File: config.mk
export PLATFORM = sky130hd
export DESIGN_NAME = loopback_latency_meter_flat
export DESIGN_NICKNAME = d
export VERILOG_FILES = /design/src/rtl/lblm_pkg.sv /design/src/rtl/lblm_stream_if.sv /design/src/rtl/loopback_latency_meter.sv /design/src/rtl/lblm_stats.sv /design/src/flat_wrapper.sv
export VERILOG_INCLUDE_DIRS = /design/src /design/src/rtl
export SDC_FILE = /design/constraint.sdc
export NUM_CORES = 1
export LEC_CHECK = 0
export BUFFER_PORTS_ARGS = -buffer_cell sky130_fd_sc_hd__buf_2
export CAP_MARGIN = 30
export CORE_MARGIN = 5
export CORE_UTILIZATION = 54
export DETAILED_ROUTE_END_ITERATION = 16
export HOLD_SLACK_MARGIN = 0.05
export PLACE_DENSITY = 0.87
export SETUP_SLACK_MARGIN = 0.05
export SLEW_MARGIN = 15
export SYNTH_ARGS = -nofsm -noshare
export SYNTH_HDL_FRONTEND = slang
export SYNTH_HIERARCHICAL = 1
export SYNTH_SLANG_ARGS = --single-unit
File: constraint.sdc
create_clock -name clock -period 5.9 [get_ports clock]
set_clock_uncertainty 0.1 [all_clocks]
set_input_delay 0.295 -clock clock [delete_from_list [all_inputs] [get_ports clock]]
set_output_delay 0.295 -clock clock [all_outputs]
set_load 0.03 [all_outputs]
File: src/rtl/loopback_latency_meter_macros.svh
// Assertion macros for the loopback latency meter.
// Checks compile in simulation only; synthesis sees empty bodies.
`ifndef LOOPBACK_LATENCY_METER_MACROS_SVH
`define LOOPBACK_LATENCY_METER_MACROS_SVH

`ifndef SYNTHESIS

// Same-cycle implication.
`define LBLM_ASSERT_IMPL(name, clk, rst, ante, cons) \
   name: assert property (@(posedge clk) disable iff (rst) (ante) |-> (cons)) \
      else $error("lblm assertion failed");

// Next-cycle implication.
`define LBLM_ASSERT_NEXT(name, clk, rst, ante, cons) \
   name: assert property (@(posedge clk) disable iff (rst) (ante) |=> (cons)) \
      else $error("lblm assertion failed");

// Invariant.
`define LBLM_ASSERT_ALWAYS(name, clk, rst, cond) \
   name: assert property (@(posedge clk) disable iff (rst) (cond)) \
      else $error("lblm assertion failed");

`else

`define LBLM_ASSERT_IMPL(name, clk, rst, ante, cons)
`define LBLM_ASSERT_NEXT(name, clk, rst, ante, cons)
`define LBLM_ASSERT_ALWAYS(name, clk, rst, cond)

`endif

`endif

File: src/rtl/lblm_pkg.sv
// Shared types and constants of the loopback latency meter.
// No dependencies; the meter, lblm_stats and the sim files import it.
`default_nettype none

package lblm_pkg;

   localparam int LBLM_MAX_MEASUREMENTS = 64;
   localparam int LBLM_IMPULSE_LENGTH   = 5;
   localparam int NUM_WORDS             = 5;

   localparam int SAMPLE_W  = 16;
   localparam int SILENCE_W = 20;
   localparam int THRESH_W  = 15;
   localparam int LIMIT_W   = 7;
   localparam int FRAME_W   = 24;
   localparam int MAG_W     = 48;
   localparam int COUNT_W   = 32;
   localparam int CSR_IDX_W = 3;
   localparam int CSR_DATA_W = 20;

   localparam logic [SILENCE_W-1:0] SILENCE_RESET = 20'd10000;
   localparam logic [THRESH_W-1:0]  THRESH_RESET  = 15'd3277;
   localparam logic [LIMIT_W-1:0]   LIMIT_RESET   = 7'd64;
   localparam logic signed [SAMPLE_W-1:0] WORD_RESET [NUM_WORDS] =
      '{16'sd16384, 16'sd29491, 16'sd0, -16'sd29491, -16'sd16384};

   typedef enum logic [CSR_IDX_W-1:0] {
      CSR_SILENCE_LENGTH    = 3'd0,
      CSR_PEAK_THRESHOLD    = 3'd1,
      CSR_MEASUREMENT_LIMIT = 3'd2,
      CSR_IMPULSE_WORD_0    = 3'd3,
      CSR_IMPULSE_WORD_1    = 3'd4,
      CSR_IMPULSE_WORD_2    = 3'd5,
      CSR_IMPULSE_WORD_3    = 3'd6,
      CSR_IMPULSE_WORD_4    = 3'd7
   } csr_index_type;

   typedef enum logic [1:0] {
      PH_SILENT = 2'd0,
      PH_LISTEN = 2'd1,
      PH_DONE   = 2'd2
   } phase_type;

   typedef struct packed {
      logic signed [SAMPLE_W-1:0] in_sample;
   } lblm_req_type;

   typedef struct packed {
      logic signed [SAMPLE_W-1:0] out_sample;
      logic                       latency_valid;
      logic [FRAME_W-1:0]         latency_frames;
      logic [LIMIT_W-1:0]         measurements_taken;
      logic                       finished;
      logic [THRESH_W-1:0]        peak_level;
      logic [MAG_W-1:0]           magnitude_sum;
      logic [COUNT_W-1:0]         samples_seen;
   } lblm_rsp_type;

   typedef struct packed {
      logic [THRESH_W-1:0] peak;
      logic [MAG_W-1:0]    mag_sum;
      logic [COUNT_W-1:0]  count;
   } lblm_stats_type;

endpackage

`default_nettype wire

File: src/rtl/lblm_stream_if.sv
// Valid/ready stream channel carrying one payload per transfer.
// Payload type is set per instance; used with lblm_pkg structs.
`default_nettype none

interface lblm_stream_if #(
   parameter type payload_type = logic [0:0]
);
   logic        valid;
   logic        ready;
   payload_type payload;

   modport source (output valid, output payload, input ready);
   modport sink   (input valid, input payload, output ready);
endinterface

`default_nettype wire

File: src/rtl/loopback_latency_meter.sv
// Loopback latency meter top level: control state machine, config registers, output register.
// Depends on lblm_pkg, lblm_stream_if, lblm_stats and the assertion macro header.
`default_nettype none
`include "loopback_latency_meter_macros.svh"

// One recorded sample enters per transfer on req_ch and one playback result
// leaves per transfer on rsp_ch. The block takes a sample in every clock cycle while
// its output is not stalled: each sample is handled in a single pass of logic and its
// result lands in one output register the cycle after the transfer, so throughput is
// one sample per clock while the sink keeps taking results. req_ch.ready drops only while
// that register holds a result that the sink is not taking. After reset the block
// counts silence_length + 1 samples, plays the impulse words one per sample,
// and reports the sample count from impulse start to the first input at or above
// peak_threshold; after measurement_limit measurements it stops measuring while
// the statistics keep running. Configuration writes on csr_* apply to the next
// sample and are meant for idle periods.
module loopback_latency_meter #(
   parameter int MAX_MEASUREMENTS = lblm_pkg::LBLM_MAX_MEASUREMENTS,
   parameter int IMPULSE_LENGTH   = lblm_pkg::LBLM_IMPULSE_LENGTH
) (
   input  wire logic                                  clock,
   input  wire logic                                  reset,
   lblm_stream_if.sink                                req_ch,
   lblm_stream_if.source                              rsp_ch,
   input  wire logic                                  csr_we,
   input  wire logic [lblm_pkg::CSR_IDX_W-1:0]        csr_index,
   input  wire logic [lblm_pkg::CSR_DATA_W-1:0]       csr_wdata
);
   import lblm_pkg::*;

   localparam int POS_W  = $clog2(IMPULSE_LENGTH + 1);
   localparam int MEAS_W = $clog2(MAX_MEASUREMENTS + 1);
   localparam int LIM_W  = (MEAS_W > LIMIT_W) ? MEAS_W : LIMIT_W;

   // configuration
   logic [SILENCE_W-1:0]       silence_ff;
   logic [THRESH_W-1:0]        thresh_ff;
   logic [LIMIT_W-1:0]         limit_ff;
   logic signed [SAMPLE_W-1:0] word_ff [NUM_WORDS];

   // measurement state
   phase_type          phase_ff, phase_in;
   logic [FRAME_W-1:0] frame_ff, frame_in;
   logic [POS_W-1:0]   pos_ff, pos_in;
   logic [MEAS_W-1:0]  meas_ff, meas_in;

   // output register
   logic         rsp_valid_ff, rsp_valid_in;
   lblm_rsp_type rsp_data_ff, rsp_data_in;

   logic                       accept;
   logic signed [SAMPLE_W-1:0] sample;
   lblm_stats_type             stats_next;

   logic                       start;
   logic                       hit;
   logic                       playing;
   phase_type                  phase_mid;
   logic [FRAME_W-1:0]         frame_plus;
   logic [FRAME_W-1:0]         frame_mid;
   logic [POS_W-1:0]           pos_start;
   logic signed [SAMPLE_W-1:0] word_sel;
   logic [LIM_W-1:0]           lim_nz;
   logic [LIM_W-1:0]           lim_eff;
   logic [LIM_W-1:0]           meas_inc;

   assign sample       = req_ch.payload.in_sample;
   assign req_ch.ready = !rsp_valid_ff || rsp_ch.ready;
   assign accept       = req_ch.valid && req_ch.ready;

   lblm_stats u_stats (
      .clock      (clock),
      .reset      (reset),
      .sample_en  (accept),
      .sample     (sample),
      .stats_next (stats_next)
   );

   always_ff @(posedge clock) begin
      if (reset) begin
         silence_ff <= SILENCE_RESET;
         thresh_ff  <= THRESH_RESET;
         limit_ff   <= LIMIT_RESET;
         for (int i = 0; i < NUM_WORDS; i++) begin
            word_ff[i] <= WORD_RESET[i];
         end
      end else if (csr_we) begin
         case (csr_index)
            CSR_SILENCE_LENGTH:    silence_ff <= csr_wdata[SILENCE_W-1:0];
            CSR_PEAK_THRESHOLD:    thresh_ff  <= csr_wdata[THRESH_W-1:0];
            CSR_MEASUREMENT_LIMIT: limit_ff   <= csr_wdata[LIMIT_W-1:0];
            CSR_IMPULSE_WORD_0:    word_ff[0] <= csr_wdata[SAMPLE_W-1:0];
            CSR_IMPULSE_WORD_1:    word_ff[1] <= csr_wdata[SAMPLE_W-1:0];
            CSR_IMPULSE_WORD_2:    word_ff[2] <= csr_wdata[SAMPLE_W-1:0];
            CSR_IMPULSE_WORD_3:    word_ff[3] <= csr_wdata[SAMPLE_W-1:0];
            CSR_IMPULSE_WORD_4:    word_ff[4] <= csr_wdata[SAMPLE_W-1:0];
            default: ;
         endcase
      end
   end

   always_ff @(posedge clock) begin
      if (reset) begin
         phase_ff <= PH_SILENT;
         frame_ff <= '0;
         pos_ff   <= POS_W'(IMPULSE_LENGTH);
         meas_ff  <= '0;
      end else if (accept) begin
         phase_ff <= phase_in;
         frame_ff <= frame_in;
         pos_ff   <= pos_in;
         meas_ff  <= meas_in;
      end
   end

   // next state and result for the sample on the input side
   always_comb begin
      phase_in  = phase_ff;
      meas_in   = meas_ff;
      hit       = 1'b0;
      word_sel  = '0;

      // silence count; never wraps since it stays within silence_length + 1
      frame_plus = frame_ff + 1'b1;
      start      = (phase_ff == PH_SILENT) && (frame_plus > FRAME_W'(silence_ff));
      phase_mid  = start ? PH_LISTEN : phase_ff;
      if (phase_ff == PH_SILENT) begin
         frame_mid = start ? '0 : frame_plus;
      end else begin
         frame_mid = frame_ff;
      end

      // impulse playback, restarted on every new start
      pos_start = start ? '0 : pos_ff;
      playing   = pos_start < POS_W'(IMPULSE_LENGTH);
      for (int i = 0; i < NUM_WORDS; i++) begin
         if (32'(pos_start) == i) begin
            word_sel = word_ff[i];
         end
      end
      pos_in = playing ? pos_start + 1'b1 : pos_start;

      // clamp the limit to one and to capacity
      lim_nz   = (limit_ff == '0) ? LIM_W'(1) : LIM_W'(limit_ff);
      lim_eff  = (lim_nz > LIM_W'(MAX_MEASUREMENTS)) ? LIM_W'(MAX_MEASUREMENTS) : lim_nz;
      meas_inc = LIM_W'(meas_ff) + 1'b1;

      frame_in = frame_mid;
      if (phase_mid == PH_LISTEN) begin
         if ($signed({sample[SAMPLE_W-1], sample}) >= $signed({2'b00, thresh_ff})) begin
            hit      = 1'b1;
            meas_in  = MEAS_W'(meas_inc);
            phase_in = (meas_inc >= lim_eff) ? PH_DONE : PH_SILENT;
            frame_in = '0;
         end else begin
            phase_in = PH_LISTEN;
            if (frame_mid != {FRAME_W{1'b1}}) begin
               frame_in = frame_mid + 1'b1;
            end
         end
      end

      rsp_data_in.out_sample         = playing ? word_sel : '0;
      rsp_data_in.latency_valid      = hit;
      rsp_data_in.latency_frames     = hit ? frame_mid : '0;
      rsp_data_in.measurements_taken = LIMIT_W'(meas_in);
      rsp_data_in.finished           = (phase_in == PH_DONE);
      rsp_data_in.peak_level         = stats_next.peak;
      rsp_data_in.magnitude_sum      = stats_next.mag_sum;
      rsp_data_in.samples_seen       = stats_next.count;
   end

   // hold an untaken result, load on each input transfer
   assign rsp_valid_in = accept || (rsp_valid_ff && !rsp_ch.ready);

   always_ff @(posedge clock) begin
      if (reset) begin
         rsp_valid_ff <= 1'b0;
      end else begin
         rsp_valid_ff <= rsp_valid_in;
      end
   end

   always_ff @(posedge clock) begin
      if (accept) begin
         rsp_data_ff <= rsp_data_in;
      end
   end

   assign rsp_ch.valid   = rsp_valid_ff;
   assign rsp_ch.payload = rsp_data_ff;

   `LBLM_ASSERT_NEXT(a_done_sticky, clock, reset, phase_ff == PH_DONE, phase_ff == PH_DONE)
   `LBLM_ASSERT_NEXT(a_meas_step, clock, reset, accept && hit, meas_ff == MEAS_W'($past(meas_ff) + 1'b1))
   `LBLM_ASSERT_IMPL(a_flag_count, clock, reset, rsp_valid_ff && rsp_data_ff.latency_valid, meas_ff != '0)
   `LBLM_ASSERT_ALWAYS(a_pos_range, clock, reset, pos_ff <= POS_W'(IMPULSE_LENGTH))

endmodule

`default_nettype wire

File: src/rtl/lblm_stats.sv
// Input statistics: peak sample, saturating magnitude sum, saturating count.
// Depends on lblm_pkg.
`default_nettype none

module lblm_stats (
   input  wire logic                                 clock,
   input  wire logic                                 reset,
   input  wire logic                                 sample_en,
   input  wire logic signed [lblm_pkg::SAMPLE_W-1:0] sample,
   output lblm_pkg::lblm_stats_type                  stats_next
);
   import lblm_pkg::*;

   logic [THRESH_W-1:0] peak_ff, peak_in;
   logic [MAG_W-1:0]    mag_ff, mag_in;
   logic [COUNT_W-1:0]  count_ff, count_in;

   logic signed [SAMPLE_W:0] s_ext;
   logic signed [SAMPLE_W:0] peak_ext;
   logic [SAMPLE_W-1:0]      mag;
   logic [MAG_W:0]           sum;

   always_comb begin
      s_ext    = {sample[SAMPLE_W-1], sample};
      peak_ext = {2'b00, peak_ff};
      peak_in  = (s_ext > peak_ext) ? sample[THRESH_W-1:0] : peak_ff;
      mag      = sample[SAMPLE_W-1] ? SAMPLE_W'(-s_ext) : SAMPLE_W'(s_ext);
      sum      = {1'b0, mag_ff} + (MAG_W+1)'(mag);
      // saturate on carry out
      mag_in   = sum[MAG_W] ? {MAG_W{1'b1}} : sum[MAG_W-1:0];
      count_in = (&count_ff) ? count_ff : count_ff + 1'b1;

      stats_next.peak    = peak_in;
      stats_next.mag_sum = mag_in;
      stats_next.count   = count_in;
   end

   always_ff @(posedge clock) begin
      if (reset) begin
         peak_ff  <= '0;
         mag_ff   <= '0;
         count_ff <= '0;
      end else if (sample_en) begin
         peak_ff  <= peak_in;
         mag_ff   <= mag_in;
         count_ff <= count_in;
      end
   end

endmodule

`default_nettype wire

File: src/flat_wrapper.sv
// flat-port wrapper written by rule: the top's interface ports become plain ports
module loopback_latency_meter_flat import lblm_pkg::*;
#(
   parameter int MAX_MEASUREMENTS = lblm_pkg::LBLM_MAX_MEASUREMENTS,
   parameter int IMPULSE_LENGTH   = lblm_pkg::LBLM_IMPULSE_LENGTH
)
  (clock, reset, csr_we, csr_index, csr_wdata, req_ch_valid, req_ch_payload, req_ch_ready, rsp_ch_valid, rsp_ch_payload, rsp_ch_ready);
  lblm_stream_if #(.payload_type(lblm_req_type)) req_ch_i ();
  lblm_stream_if #(.payload_type(lblm_rsp_type)) rsp_ch_i ();
  input  wire logic clock;
  input  wire logic reset;
  input  wire logic csr_we;
  input  wire logic [lblm_pkg::CSR_IDX_W-1:0] csr_index;
  input  wire logic [lblm_pkg::CSR_DATA_W-1:0] csr_wdata;
  input wire logic [$bits(req_ch_i.valid)-1:0] req_ch_valid;
  input wire logic [$bits(req_ch_i.payload)-1:0] req_ch_payload;
  output wire logic [$bits(req_ch_i.ready)-1:0] req_ch_ready;
  output wire logic [$bits(rsp_ch_i.valid)-1:0] rsp_ch_valid;
  output wire logic [$bits(rsp_ch_i.payload)-1:0] rsp_ch_payload;
  input wire logic [$bits(rsp_ch_i.ready)-1:0] rsp_ch_ready;
  assign req_ch_i.valid = req_ch_valid;
  assign req_ch_i.payload = req_ch_payload;
  assign req_ch_ready = req_ch_i.ready;
  assign rsp_ch_valid = rsp_ch_i.valid;
  assign rsp_ch_payload = rsp_ch_i.payload;
  assign rsp_ch_i.ready = rsp_ch_ready;
  loopback_latency_meter #(.MAX_MEASUREMENTS(MAX_MEASUREMENTS), .IMPULSE_LENGTH(IMPULSE_LENGTH)) u_core (.clock(clock), .reset(reset), .req_ch(req_ch_i), .rsp_ch(rsp_ch_i), .csr_we(csr_we), .csr_index(csr_index), .csr_wdata(csr_wdata));
endmodule
==> results of run 1 <==
registers in the layout, summed over array words and instances, names as in the netlist:
signal and count:
u_core/frame_ff 24, u_core/meas_ff 7, u_core/u_stats/peak_ff 15, u_core/silence_ff 20, u_core/u_stats/count_ff 32, u_core/pos_ff 3
u_core/word_ff 80, u_core/limit_ff 7, u_core/rsp_ch.payload 144, u_core/thresh_ff 15, u_core/u_stats/mag_ff 48, u_core/rsp_ch.valid 1
u_core/phase_ff 2
layout make-up:
| cell class | count | area (um^2) |
|---|---|---|
| well taps | 518 | 648.1 |
| diodes | 1 | 2.502 |
| repair buffers | 247 | 1466 |
| inverters | 93 | 356.6 |
| multi-input cells | 1581 | 9986 |
| fillers | 3099 | 14470 |
| clock buffers | 57 | 1189 |
| flip-flops and latches | 398 | 10220 |
| clock inverters | 21 | 226.5 |
cell usage after synthesis, drive strengths merged (22+ instances only):
master,instances,area (um^2)
nand2b,28,175.2
xnor2,101,884.6
nor3,67,335.3
mux2,22,247.7
dfxtp,174,3483
nor4,23,175.2
nand3,71,365.3
a21oi,138,701.9
buf,36,195.2
ha,85,1064
nor2,201,757.0
inv,92,345.3
a21o,28,210.2
and3,23,143.9
nand4,45,294.0
edfxtp,224,6726
nand2,286,1076
o21ai,99,495.5
clkbuf,94,354.1
and2,33,206.5
xor2,59,516.8
timing repair:
action | in CTS | in global routing
buffers inserted | 0 | 1
hold endpoints to repair | 61 | 0
hold buffers | 22 | 0
endpoints found under the setup margin | 0 | 24
gates resized for setup | 0 | 6
layer usage:
metal / part of all wire [%] / global-route usage [%] / up-vias / wire, um
met5: 0.014 / 0 / - / 8
met2: 47 / 41.12 / 974 / 26640
met1: 41 / 34.11 / 8314 / 23590
li1: - / - / 8216 / -
met4: 2.8 / 8.185 / 2 / 1596
met3: 9.2 / 5.350 / 133 / 5249
critical path: cells and delay by family (launching register included):
family | cells | cell delay, ns
multiplexers | 1 | 0.24
adder cells (fa/ha/maj) | 2 | 0.55
buffers and inverters | 1 | 0.18
AND/OR/NAND/NOR | 12 | 3.12
flip-flops | 1 | 0.52
XOR/XNOR | 2 | 0.30
AO/OA/AOI/OAI | 3 | 0.45
power by group through the flow:
stage	Clock [mW]	Sequential, mW	Combinational (mW)
5_1_grt	2.88	3.17	0.876
3_5_place_dp	0	3.21	0.780
4_1_cts	2.75	3.15	0.798
6_report	2.71	3.15	0.807
2_1_floorplan	0	3.34	0.401
3_3_place_gp	0	3.21	0.759
logic make-up after synthesis:
family / Yosys count / synth area share, %
AND/OR/NAND/NOR: 868 / 20.29
AO/OA/AOI/OAI: 435 / 13.39
flip-flops: 398 / 48.57
buffers and inverters: 223 / 4.274
XOR/XNOR: 160 / 6.667
adder cells (fa/ha/maj): 86 / 5.155
multiplexers: 32 / 1.655
worst max-delay path by stage:
stage | slack [ns] | startpoint | end
3_3_place_gp | 0.46 | u_core/frame_ff[0]$_SDFFE_PP0P_ | u_core/frame_ff[20]$_SDFFE_PP0P_
3_5_place_dp | 0.30 | u_core/frame_ff[0]$_SDFFE_PP0P_ | u_core/frame_ff[22]$_SDFFE_PP0P_
5_1_grt | 0.06 | u_core/frame_ff[3]$_SDFFE_PP0P_ | u_core/frame_ff[20]$_SDFFE_PP0P_
2_1_floorplan | 0.74 | u_core/frame_ff[0]$_SDFFE_PP0P_ | u_core/frame_ff[22]$_SDFFE_PP0P_
6_report | 0.37 | u_core/frame_ff[3]$_SDFFE_PP0P_ | u_core/frame_ff[18]$_SDFFE_PP0P_
4_1_cts | 0.28 | u_core/frame_ff[0]$_SDFFE_PP0P_ | u_core/frame_ff[22]$_SDFFE_PP0P_
per-stage QoR:
stage / utilization [%] / cells
floorplan: - / 2202
global placement: 58.02 / 2808
detailed placement: 58.10 / 2811
CTS: 62.34 / 2911
global route: 62.48 / 2916
finish: 62.48 / 2916
==> impl_metrics.py, run 1 <==
metrics = {
    "setup_path": {
        "worstSetupPathType": "flop to flop",
        "path_cells": "and4_1, and4_1, nand3_1, xnor2_1, ha_1, nand4_1, nor3_1, and3_1, a31oi_1, a21o_1, nor2_1, mux2_2, ha_1, nand2_1, or4b_1, nor4b_4, buf_4, and4_2, nand2_1, xnor2_1, o21ai_0",
        "worst_ep_required_time_ns": 6.30,
        "reg2reg_slack_ns": 0.37,
        "arrival_ns": 5.92,
        "slowest_stage": "or4b_1",
        "startpoint_type": "flop",
        "worstRegToRegCells": 21,
        "max_stage_delay_ns": 0.59,
        "reg2reg_to": "u_core/frame_ff[18]$_SDFFE_PP0P_",
        "end_kind": "flop",
        "critical_path.max_fanout": 9,
        "r2r_start": "u_core/frame_ff[3]$_SDFFE_PP0P_",
    },
    "power": {
        "power_density_nw_per_um2": 277.1,
        "p_int_mw": 4.943,
        "p_sw_mw": 1.732,
        "vdd.ir_drop.worst_v": 0.0002116,
        "p_leak_nw": 9.100,
        "pwr-share-clk_pct": 40.6,
        "power.total_mw": 6.675,
        "p_comb_share_pct": 12.1,
        "swShare_pct": 25.95,
        "pwr-share-seq_pct": 47.3,
    },
    "sta": {
        "fmax_mhz": 180.9,
        "slew_headroom_pct": 32.18,
        "rsz0062_at_grt": "no",
        "period_share_pct": 93.68,
        "hold_viol": 0,
        "period_needed_ns": 5.527,
        "tns_ns": 0,
        "worst_slew_pin_slew_ns": 1.017,
        "drv_slew": 0,
        "final.setup.worst_slack_ns": 0.3729,
        "hold_slack_ns": 0.09179,
        "setup_viol_count_final": 0,
    },
    "routing": {
        "dr.pass1.iters": 6,
        "via_per_inst": 6.049,
        "avgRoutedWirePerCell_um": 19.58,
        "ant_nets": 0,
        "first_iter_violations": 2131,
        "route.detailed.drc": 0,
        "totalWireLength_um": 57090,
        "vias": 17640,
    },
    "finish": {
        "area_growth_pct": 14.61,
        "final_area_um2": 24090,
        "fin_nets": 2493,
        "layout_common_cells": "285 x nand2_1, 224 x edfxtp_1, 200 x nor2_1",
        "final_common_cell": "nand2_1",
        "drive_gt1_share_pct": 15.39,
    },
    "die": {
        "fp.coreArea_um2": 38560,
        "design.die.area_um2": 42970,
        "io_pins": 190,
        "die_x_um": 207.3,
        "rows": 72,
        "initial_core_util_pct": 54.52,
        "die_h_um": 207.3,
    },
    "cts": {
        "cts_tree": "yes",
        "cts.path.max_buffers": 3,
        "clk_pin_slew_ns": 0.06,
        "cts_buffers": 42,
        "clock_sinks": 398,
        "root_buffer": "clkbuf_16",
        "clk_latency_ns": 0.58,
        "htreeDepth": 2,
    },
    "yosys": {
        "synth_edf_count": 224,
        "ys_ff_latch": 398,
        "yosys_warnings": 6,
        "synth_cell_types": 95,
        "seq_area_frac_synth_pct": 48.57,
        "netlist_instances": 2202,
        "syn_nets": 2332,
        "synth-async-reset-ratio_pct": 0,
        "syn_area_um2": 21020,
        "avgSynthCellArea_um2": 9.546,
        "synth_ff_type": "edfxtp_1",
    },
    "placement": {
        "dpl_cell_area_um2": 22400,
        "hpwlAfterDp_um": 38280,
        "pre_cts_slack_ns": 0.2981,
        "portBuffers": 189,
        "gp_congestion": 0.9717,
    },
    "flow_run": {
        "max_cap_viol_count": 0,
    },
    "min_path": {
        "hold_path_class": "input port to flop",
        "worstHoldStart": "req_ch_payload[4]",
        "min_to": "u_core/u_stats/peak_ff[4]$_SDFFE_PP0P_",
        "hold_path_depth": 3,
    },
    "status": {
        "status": "completed",
    },
    "global_route": {
        "grt_max_degree": 162,
        "grt_pass1_wl_um": 90500,
        "antenna_found_initial": 2,
        "grt_overflow": 0,
        "grtUsageTotal_pct": 25.29,
        "first_global_vias": 17010,
    },
}
(Power assumes the default switching activity.)
==> run 2, diff against run 1 <==
Settings changed: SETUP_SLACK_MARGIN 0.05 to 0.5.
==> run 2 against run 1 <==
Routed wire length rose by 0.30%; die area unchanged; count of clock-buffer cells in the layout is the same; critical endpoint is now u_core/frame_ff[12]$_SDFFE_PP0P_; largest cell class unchanged; sequential share of layout area down 0.12 points; clock power barely moved; total power hardly changed.
==> impl_metrics.py, run 2 (synthesized netlist as in run 1, its figures left out) <==
metrics = {
    "status": {
        "status": "completed",
    },
    "sta": {
        "drv_slew": 0,
        "hold_viol": 0,
        "period_share_pct": 87.65,
        "setup_viol_count_final": 0,
        "tns_ns": 0,
        "worst_slew_pin_slew_ns": 1.039,
        "period_needed_ns": 5.172,
        "slew_headroom_pct": 30.70,
        "fmax_mhz": 193.4,
        "rsz0062_at_grt": "no",
    },
    "routing": {
        "totalWireLength_um": 57260,
        "via_per_inst": 6.059,
        "ant_nets": 0,
        "first_iter_violations": 2117,
        "vias": 17690,
        "avgRoutedWirePerCell_um": 19.62,
        "dr.pass1.iters": 6,
        "route.detailed.drc": 0,
    },
    "global_route": {
        "first_global_vias": 17020,
        "grtUsageTotal_pct": 25.31,
        "antenna_found_initial": 2,
        "grt_max_degree": 162,
        "grt_overflow": 0,
        "grt_pass1_wl_um": 90560,
    },
    "die": {
        "fp.coreArea_um2": 38560,
        "design.die.area_um2": 42970,
        "io_pins": 190,
        "die_x_um": 207.3,
        "initial_core_util_pct": 54.52,
        "rows": 72,
        "die_h_um": 207.3,
    },
    "setup_path": {
        "end_kind": "flop",
        "worstSetupPathType": "flop to flop",
        "critical_path.max_fanout": 9,
        "startpoint_type": "flop",
        "arrival_ns": 5.54,
        "worst_ep_required_time_ns": 6.27,
    },
    "flow_run": {
        "max_cap_viol_count": 0,
    },
    "power": {
        "power.total_mw": 6.680,
        "vdd.ir_drop.worst_v": 0.0002111,
        "p_leak_nw": 9.146,
        "power_density_nw_per_um2": 276.2,
    },
    "cts": {
        "cts_buffers": 42,
        "clk_latency_ns": 0.57,
        "cts.path.max_buffers": 3,
        "cts_tree": "yes",
        "clk_pin_slew_ns": 0.06,
        "root_buffer": "clkbuf_16",
        "htreeDepth": 2,
        "clock_sinks": 398,
    },
    "finish": {
        "layout_common_cells": "284 x nand2_1, 224 x edfxtp_1, 199 x nor2_1",
        "fin_nets": 2496,
        "drive_gt1_share_pct": 16.29,
        "area_growth_pct": 15.06,
        "final_common_cell": "nand2_1",
        "largest_register_ff_count": 144,
        "fin_cells": 2919,
    },
    "placement": {
        "hpwlAfterDp_um": 38280,
        "gp_congestion": 0.9717,
        "portBuffers": 189,
        "dp_cells": 2811,
    },
    "min_path": {
        "hold_path_class": "input port to flop",
    },
}
-- run 2: power by group --
part           internal, mW  switching [mW]  total, mW
clock                  1.59            1.12       2.71
combinational         0.260           0.554      0.813
sequential             3.09          0.0608       3.15
total                  4.95            1.73       6.68
-- run 2: final cells by class --
cell class	count	area, um^2
diodes	1	2.502
clock buffers	57	1189
clock inverters	21	226.5
fillers	3085	14370
inverters	93	356.6
multi-input cells	1581	10040
flip-flops and latches	398	10230
well taps	518	648.1
repair buffers	250	1493
-- run 2: routing by layer --
metal	vias to the layer above	GRT usage [%]	routed length, um
met2	953	41.10	26630
met5	-	0	8
met4	2	8.254	1832
li1	8213	-	-
met1	8360	34.16	23750
met3	159	5.320	5038
-- run 2: metrics by stage --
step	hold WS (ns)	setup slack (ns)	utilization [%]	instance area [um^2]
2_1_floorplan	0.3190	0.7376	-	21020
3_3_place_gp	0.3431	0.4633	58.02	22370
3_5_place_dp	0.3496	0.2981	58.10	22400
4_1_cts	0.06162	0.5130	62.39	24050
5_1_grt	0.07435	0.4533	62.73	24190
6_report	0.09152	0.7284	62.73	24190
-- run 2: final timing paths --
| path | startpoint | endpoint | slack [ns] | cells past startpoint |
|---|---|---|---|---|
| max | u_core/frame_ff[3]$_SDFFE_PP0P_ | u_core/frame_ff[12]$_SDFFE_PP0P_ | 0.73 | 21 |
| min | req_ch_payload[0] | u_core/rsp_ch.payload[80]$_DFFE_PP_ | 0.09 | 2 |
| max reg2reg | u_core/frame_ff[3]$_SDFFE_PP0P_ | u_core/frame_ff[12]$_SDFFE_PP0P_ | 0.73 | 21 |
| min reg2reg | u_core/thresh_ff[8]$_SDFFE_PP0P_ | u_core/thresh_ff[8]$_SDFFE_PP0P_ | 0.36 | 2 |
-- run 2: critical path: stages (launching register included) --
cell and delay [ns]:
dfxtp_2 0.45, and4_2 0.35, and4_4 0.30, nand3_1 0.14, xnor2_1 0.18, ha_1 0.34, nand4_1 0.17, nor3_2 0.24
and3_1 0.18, a31oi_1 0.06, a21o_1 0.21, nor2_2 0.16, a22o_1 0.21, ha_2 0.22, nand2_1 0.09, or4b_4 0.56
nor4b_4 0.26, buf_4 0.18, a211oi_2 0.15, nand2_1 0.16, o31ai_1 0.07, a32o_1 0.27
-- run 2: what timing repair did --
item	in CTS	in global routing
pin swaps	1	3
endpoints found under the hold margin	61	0
setup endpoints to repair	21	29
buffers inserted	1	3
hold buffers	22	0
gates resized for setup	7	24
